## src/rtl/lkv_pkg.sv

```systemverilog
// Shared types, constants and helpers for the LRU key-value cache.
// No dependencies; every other file of the block imports this package.
package lkv_pkg;

  localparam int MAX_ENTRIES = 16;
  localparam int KEY_W       = 32;
  localparam int DATA_W      = 32;
  localparam int CAP_W       = 5;
  localparam int USED_W      = $clog2(MAX_ENTRIES + 1);
  localparam int CMP_W       = (USED_W > CAP_W) ? USED_W : CAP_W;

  localparam logic [CAP_W-1:0]  CAP_RESET = CAP_W'(16);
  localparam logic [DATA_W-1:0] MISS_DATA = {DATA_W{1'b1}};
  localparam logic [DATA_W-1:0] PUT_DATA  = '0;

  localparam logic CMD_GET = 1'b0;
  localparam logic CMD_PUT = 1'b1;

  typedef enum logic [1:0] {
    ST_IDLE,
    ST_LOOKUP,
    ST_UPDATE
  } lkv_state_t;

  typedef struct packed {
    logic                     cmd;
    logic signed [KEY_W-1:0]  lookup_key;
    logic signed [DATA_W-1:0] write_value;
  } lkv_request_t;

  typedef struct packed {
    logic                     hit;
    logic signed [DATA_W-1:0] read_data;
    logic                     evicted;
  } lkv_result_t;

  typedef struct packed {
    logic              valid;
    logic [KEY_W-1:0]  key;
    logic [DATA_W-1:0] data;
  } lkv_entry_t;

  // Broadcast from the controller to every cell.
  typedef struct packed {
    logic             lookup;
    logic             update;
    logic             hit;
    logic             evict;
    logic [KEY_W-1:0] key;
  } lkv_ctrl_t;

  // Capacity register clamped to 1..MAX_ENTRIES.
  function automatic logic [CMP_W-1:0] eff_cap(input logic [CAP_W-1:0] cap);
    logic [CMP_W-1:0] c;
    c = CMP_W'(cap);
    if (c == '0) c = CMP_W'(1);
    if (c > CMP_W'(MAX_ENTRIES)) c = CMP_W'(MAX_ENTRIES);
    return c;
  endfunction

endpackage

```

## src/rtl/lkv_cell.sv

```systemverilog
// One cache cell: holds one entry; cells are ordered by recency, cell 0 newest.
// Depends on lkv_pkg.
module lkv_cell (
  input  logic                      clk,
  input  logic                      rst,
  input  lkv_pkg::lkv_ctrl_t        ctrl,
  input  lkv_pkg::lkv_entry_t       prev_entry,
  input  logic                      prev_seen,
  input  logic [lkv_pkg::DATA_W-1:0] prev_found,
  output lkv_pkg::lkv_entry_t       entry,
  output logic                      seen,
  output logic [lkv_pkg::DATA_W-1:0] found
);
  import lkv_pkg::*;

  logic              valid;
  logic [KEY_W-1:0]  key;
  logic [DATA_W-1:0] data;
  logic              match;
  logic              match_now;
  logic              shift_en;

  assign entry     = '{valid: valid, key: key, data: data};
  assign match_now = valid && (key == ctrl.key);
  assign found     = prev_found | (match_now ? data : '0);
  assign seen      = prev_seen | match;

  // Hit: cells up to the hit one shift. Miss with eviction: every valid cell
  // shifts and the oldest drops out. Miss without: valid cells shift, the first free cell fills.
  always_comb begin
    if (ctrl.hit) begin
      shift_en = !prev_seen;
    end else if (ctrl.evict) begin
      shift_en = valid;
    end else begin
      shift_en = prev_entry.valid;
    end
  end

  always_ff @(posedge clk) begin
    if (rst) begin
      valid <= 1'b0;
      match <= 1'b0;
    end else begin
      if (ctrl.lookup) match <= match_now;
      if (ctrl.update && shift_en) valid <= prev_entry.valid;
    end
  end

  always_ff @(posedge clk) begin
    if (ctrl.update && shift_en) begin
      key  <= prev_entry.key;
      data <= prev_entry.data;
    end
  end

endmodule

```

## src/rtl/lkv_row.sv

```systemverilog
// Row of MAX_ENTRIES cells linked newest to oldest, with the hit data OR chain.
// Depends on lkv_pkg and lkv_cell.
module lkv_row (
  input  logic                       clk,
  input  logic                       rst,
  input  lkv_pkg::lkv_ctrl_t         ctrl,
  input  lkv_pkg::lkv_entry_t        head,
  output logic                       hit,
  output logic [lkv_pkg::DATA_W-1:0] hit_data
);
  import lkv_pkg::*;

  lkv_entry_t        entry_link [0:MAX_ENTRIES];
  logic              seen_link  [0:MAX_ENTRIES];
  logic [DATA_W-1:0] found_link [0:MAX_ENTRIES];
  logic [MAX_ENTRIES-1:0] match_vec;

  assign entry_link[0] = head;
  assign seen_link[0]  = 1'b0;
  assign found_link[0] = '0;

  for (genvar i = 0; i < MAX_ENTRIES; i++) begin : g_cell
    lkv_cell u_cell (
      .clk        (clk),
      .rst        (rst),
      .ctrl       (ctrl),
      .prev_entry (entry_link[i]),
      .prev_seen  (seen_link[i]),
      .prev_found (found_link[i]),
      .entry      (entry_link[i+1]),
      .seen       (seen_link[i+1]),
      .found      (found_link[i+1])
    );
    assign match_vec[i] = entry_link[i+1].valid && (entry_link[i+1].key == ctrl.key);
  end

  // Keys are unique, so at most one cell matches and the OR chain is the data.
  assign hit      = |match_vec;
  assign hit_data = found_link[MAX_ENTRIES];

endmodule

```

## src/rtl/lru_key_value_cache.sv

```systemverilog
// Top level of the LRU key-value cache: request control, capacity register,
// result register. Depends on lkv_pkg, lkv_row and lkv_cell.
//
//   port group   dir  handshake            payload
//   req          in   req_valid/req_stall  lkv_request_t (cmd, lookup_key, write_value)
//   rsp          out  rsp_valid/rsp_stall  lkv_result_t  (hit, read_data, evicted)
//   cfg          in   cfg_valid/cfg_ready  capacity_in_use, 5 bits
//
// Each item passes a compare step, comparing the key in every cell, then a
// shift step for the recency chain; the next item is taken in the shift step.
// Reset clears all valid marks, the fill count and sets capacity to 16.
// A stalled result holds the shift cycle until the result register frees.
module lru_key_value_cache (
  input  logic                  clk,
  input  logic                  rst,
  input  logic                  req_valid,
  output logic                  req_stall,
  input  lkv_pkg::lkv_request_t req,
  output logic                  rsp_valid,
  input  logic                  rsp_stall,
  output lkv_pkg::lkv_result_t  rsp,
  input  logic                  cfg_valid,
  output logic                  cfg_ready,
  input  logic [lkv_pkg::CAP_W-1:0] cfg_data
);
  import lkv_pkg::*;

  lkv_state_t        state, state_next;
  lkv_request_t      cur;
  logic [CAP_W-1:0]  capacity;
  logic [USED_W-1:0] used;
  logic              hit_q;
  logic [DATA_W-1:0] hit_data_q;
  logic              row_hit;
  logic [DATA_W-1:0] row_data;
  logic              out_free;
  logic              commit;
  logic              accept;
  logic              lookup;
  logic              is_put;
  logic              evict;
  lkv_ctrl_t         ctrl;
  lkv_entry_t        head;
  lkv_result_t       result;

  assign cfg_ready = 1'b1;
  assign out_free  = !rsp_valid || !rsp_stall;
  assign is_put    = (cur.cmd == CMD_PUT);
  assign evict     = is_put && !hit_q && (CMP_W'(used) >= eff_cap(capacity));

  always_comb begin
    state_next = state;
    case (state)
      ST_IDLE:   if (accept) state_next = ST_LOOKUP;
      ST_LOOKUP: state_next = ST_UPDATE;
      ST_UPDATE: begin
        if (commit) state_next = accept ? ST_LOOKUP : ST_IDLE;
      end
      default:   state_next = ST_IDLE;
    endcase
  end

  always_comb begin
    commit    = 1'b0;
    lookup    = 1'b0;
    req_stall = 1'b1;
    case (state)
      ST_IDLE:   req_stall = 1'b0;
      ST_LOOKUP: lookup = 1'b1;
      ST_UPDATE: begin
        commit    = out_free;
        req_stall = !out_free;
      end
      default:   req_stall = 1'b1;
    endcase
  end

  assign accept = req_valid && !req_stall;

  assign ctrl = '{lookup: lookup,
                  update: commit && (hit_q || is_put),
                  hit:    hit_q,
                  evict:  evict,
                  key:    cur.lookup_key};

  assign head = '{valid: 1'b1,
                  key:   cur.lookup_key,
                  data:  is_put ? cur.write_value : hit_data_q};

  always_comb begin
    result.hit     = hit_q;
    result.evicted = evict;
    if (is_put) begin
      result.read_data = PUT_DATA;
    end else if (hit_q) begin
      result.read_data = hit_data_q;
    end else begin
      result.read_data = MISS_DATA;
    end
  end

  lkv_row u_row (
    .clk      (clk),
    .rst      (rst),
    .ctrl     (ctrl),
    .head     (head),
    .hit      (row_hit),
    .hit_data (row_data)
  );

  always_ff @(posedge clk) begin
    if (rst) begin
      state     <= ST_IDLE;
      capacity  <= CAP_RESET;
      used      <= '0;
      rsp_valid <= 1'b0;
    end else begin
      state <= state_next;
      if (cfg_valid && cfg_ready) capacity <= cfg_data;
      if (commit && is_put && !hit_q && !evict) used <= used + USED_W'(1);
      if (commit) begin
        rsp_valid <= 1'b1;
      end else if (!rsp_stall) begin
        rsp_valid <= 1'b0;
      end
    end
  end

  always_ff @(posedge clk) begin
    if (accept) cur <= req;
    if (lookup) begin
      hit_q      <= row_hit;
      hit_data_q <= row_data;
    end
    if (commit) rsp <= result;
  end

endmodule

```

## config.mk

```make
export PLATFORM = sky130hd
export DESIGN_NAME = lru_key_value_cache
export DESIGN_NICKNAME = d
export VERILOG_FILES = /design/src/rtl/lkv_pkg.sv /design/src/rtl/lkv_cell.sv /design/src/rtl/lkv_row.sv /design/src/rtl/lru_key_value_cache.sv
export SDC_FILE = /design/constraint.sdc
export NUM_CORES = 2
export LEC_CHECK = 0
export BUFFER_PORTS_ARGS = -buffer_cell sky130_fd_sc_hd__clkbuf_2
export CAP_MARGIN = 20
export CORE_UTILIZATION = 60
export CTS_BUF_LIST = sky130_fd_sc_hd__clkbuf_8
export DETAILED_ROUTE_END_ITERATION = 7
export PLACE_DENSITY = 0.77
export SETUP_SLACK_MARGIN = 0.2
export SYNTH_ARGS = -nofsm -noshare
export SYNTH_HDL_FRONTEND = slang
export SYNTH_SLANG_ARGS = --single-unit
```

## constraint.sdc

```tcl
create_clock -name clk -period 16.67 [get_ports clk]
set_input_delay 0.8335 -clock clk [delete_from_list [all_inputs] [get_ports clk]]
set_output_delay 0.8335 -clock clk [all_outputs]
set_load 0.05 [all_outputs]
```

==> impl_metrics.json <==
{
  "wirelength_microns": 111000,
  "fin_crit_sh": 0.263,
  "drt_iter0_markers": 3229,
  "fp.coreArea_sq_um": 77300,
  "place_ws_ns": 11.79,
  "fin_nets": 3049,
  "synth_warnings": 0,
  "core.rowCount": 102,
  "cts_hold_buffers": 0,
  "cts_setup_buffers": 0,
  "crit_chain": "nor2b_1, nand2_1, inv_2, o21ai_4, a211oi_4, buf_4",
  "ios": 112,
  "multi_input_area_sq_um": 10500,
  "hpwl_microns": 68000,
  "grt.overflow.total": 0,
  "cts_tree": "built",
  "postSynthAreaPerCell_sq_um": 17.0,
  "num_vias": 26400,
  "grt_usage": 0.281,
  "max-cap-violations": 0,
  "yosys.area.top_type": "edfxtp_1",
  "arrival_ns": 4.82,
  "wire_per_inst_microns": 26.7,
  "p_per_area_nw_per_um2": 111,
  "outcome": "finished, final reports clean",
  "cts_buffers": 182,
  "drcViolationCount": 0,
  "utilization": 0.672,
  "cts_num_sinks": 1200,
  "setup_viol": 0,
  "fillers": 5079,
  "critical-path-slowest-cell": "a211oi_4",
  "critPathKind": "reg2reg",
  "dr.pass1.iters": 6,
  "synth_area_sq_um": 46800,
  "async_flop_share": 0,
  "yosysUniqueCellTypes": 59,
  "initial_utilization": 0.606,
  "grt_pass1_wl_microns": 162000,
  "clock.fmax_mhz": 228,
  "rsz0062_at_grt": "false",
  "crit_required_ns": 17.11,
  "synth_edf_count": 1156,
  "tightestPinTransition_ns": 1.23,
  "synth_seq_area_share": 0.760,
  "critical-path-max-stage-delay_ns": 0.97,
  "fp.dieW_microns": 281,
  "timing.hold.worst.class": "in2reg",
  "p_leak_nw": 17.4,
  "rrSetupSlack_ns": 12.28,
  "postCtsResizedCells": 0,
  "ant_nets": 0,
  "fp.dieH_microns": 281,
  "area_delta_synth_final_pct": 10.9,
  "ir_drop_uv": 88.1,
  "clk_pin_slew_worst_paths_ns": 0.06,
  "setup_tns_ns": 0,
  "seqCellArea_sq_um": 35600,
  "yosysTopAreaCellShare": 0.741,
  "antenna_found_initial": 1,
  "skew_ns": 0.0383,
  "setup.worst_path.start_class": "flop",
  "drv_slew": 0,
  "grt_max_degree": 97,
  "h-tree-depth": 4,
  "gp_congestion": 0.919,
  "syn_inst": 2757,
  "cts_buffer_depth": 3,
  "max_slew_margin": 0.179,
  "root_buffer": "clkbuf_8",
  "grt_pass1_vias": 26700,
  "crit_fanout": 50,
  "synthTopCellsByCount": "edfxtp_1, xor2_1, xnor2_1",
  "clk_latency_ns": 0.84,
  "end_kind": "flop",
  "synth_nets": 2838,
  "yosysMostFrequentCell": "edfxtp_1",
  "ys_ff_latch": 1200,
  "layout-drive-gt1-share": 0.146,
  "synth_ff_type": "edfxtp_1",
  "netlist_top_cells_area": "edfxtp_1, xor2_1, xnor2_1",
  "timing.final.crit_period_ns": 4.39,
  "setup_ws_ns": 12.28,
  "hold_violations": 0,
  "vias_per_cell": 6.38,
  "io_buffer_count": 110,
  "dieArea_sq_um": 79200
}
[through the flow]
stage	cells	instance area [sq um]	total power [mW]	hold slack (ns)
2_1_floorplan	2757	46800	3.54	0.421
3_3_place_gp	3824	48600	3.61	0.428
3_5_place_dp	3824	48600	3.62	0.435
4_1_cts	4143	51900	5.80	0.107
5_1_grt	4144	51900	5.94	0.123
6_report	4144	51900	5.78	0.172
[path summary, 6_finish.rpt]
check | start | end | cells after the start
worst min-delay path | req[15] | cur[15] | 1
worst max register to register | state[1] | u_row.g_cell[1].u_cell.key[19] | 6
worst min register to register | u_row.g_cell[13].u_cell.data[14] | u_row.g_cell[14].u_cell.data[14] | 0
worst max-delay path | state[1] | u_row.g_cell[1].u_cell.key[19] | 6
[report_power, final]
group	switching [mW]	internal [mW]
combinational	0.147	0.0640
clock	1.11	1.11
sequential	0.0221	3.32
total	1.28	4.50
[flip-flops by register name, indices dropped and copies added (netlist names), 15 cells and up]
name	cells
u_row.g_cell.u_cell.data	512
u_row.g_cell.u_cell.key	512
rsp	34
ctrl	32
cur	32
hit_data_q	32
u_row.g_cell.u_cell.valid	16
u_row.g_cell.u_cell.match	15
[critical path: cells and delay by family, from the launching register on]
family | cells | cell delay [ns]
AOI/OAI and AO/OA | 2 | 1.44
buffers and inverters | 2 | 1.52
DFF | 1 | 0.37
and+or+nand+nor | 2 | 0.56
[cell families after synthesis]
group / count (synthesis) / share of synthesized area
compound gates: 429 / 0.0716
xor+xnor: 498 / 0.0931
fa+ha+maj: 6 / 0.00160
buf+inv: 209 / 0.0226
flops: 1200 / 0.760
mux: 19 / 0.00422
other cells: 1 / 0.0000800
simple gates: 395 / 0.0471
[metal layers]
layer | global-route usage | routed length [microns]
met4 | 0.117 | 4060
met3 | 0.0639 | 11400
met2 | 0.447 | 52400
met5 | 0 | 0
met1 | 0.376 | 42800
[area by class of cell]
type,count,area share
flip-flops and latches,1200,0.685
multi-input cells,1348,0.201
clock buffers,189,0.0501
well taps,1040,0.0251
repair buffers,178,0.0204
clock inverters,130,0.0134
inverters,58,0.00419
diodes,1,0.0000482
[cells in the final DEF (no fill, tap or decap), types with 13 or more instances in the layout]
cell      instances
a221oi_1        115
clkbuf_2        110
edfxtp_1       1156
clkbuf_8        189
nand2_1          92
nand4_1          75
mux2i_1          13
xnor2_1         151
a22o_1          128
clkinv_1         38
buf_4            68
nor2_1           36
a21oi_1          61
inv_1           122
nand3_1          26
o21ai_0          57
nor4_1           93
dfxtp_1          44
nor3_1           21
xor2_1          347
Note: power is estimated with default switching activity, not from simulation.
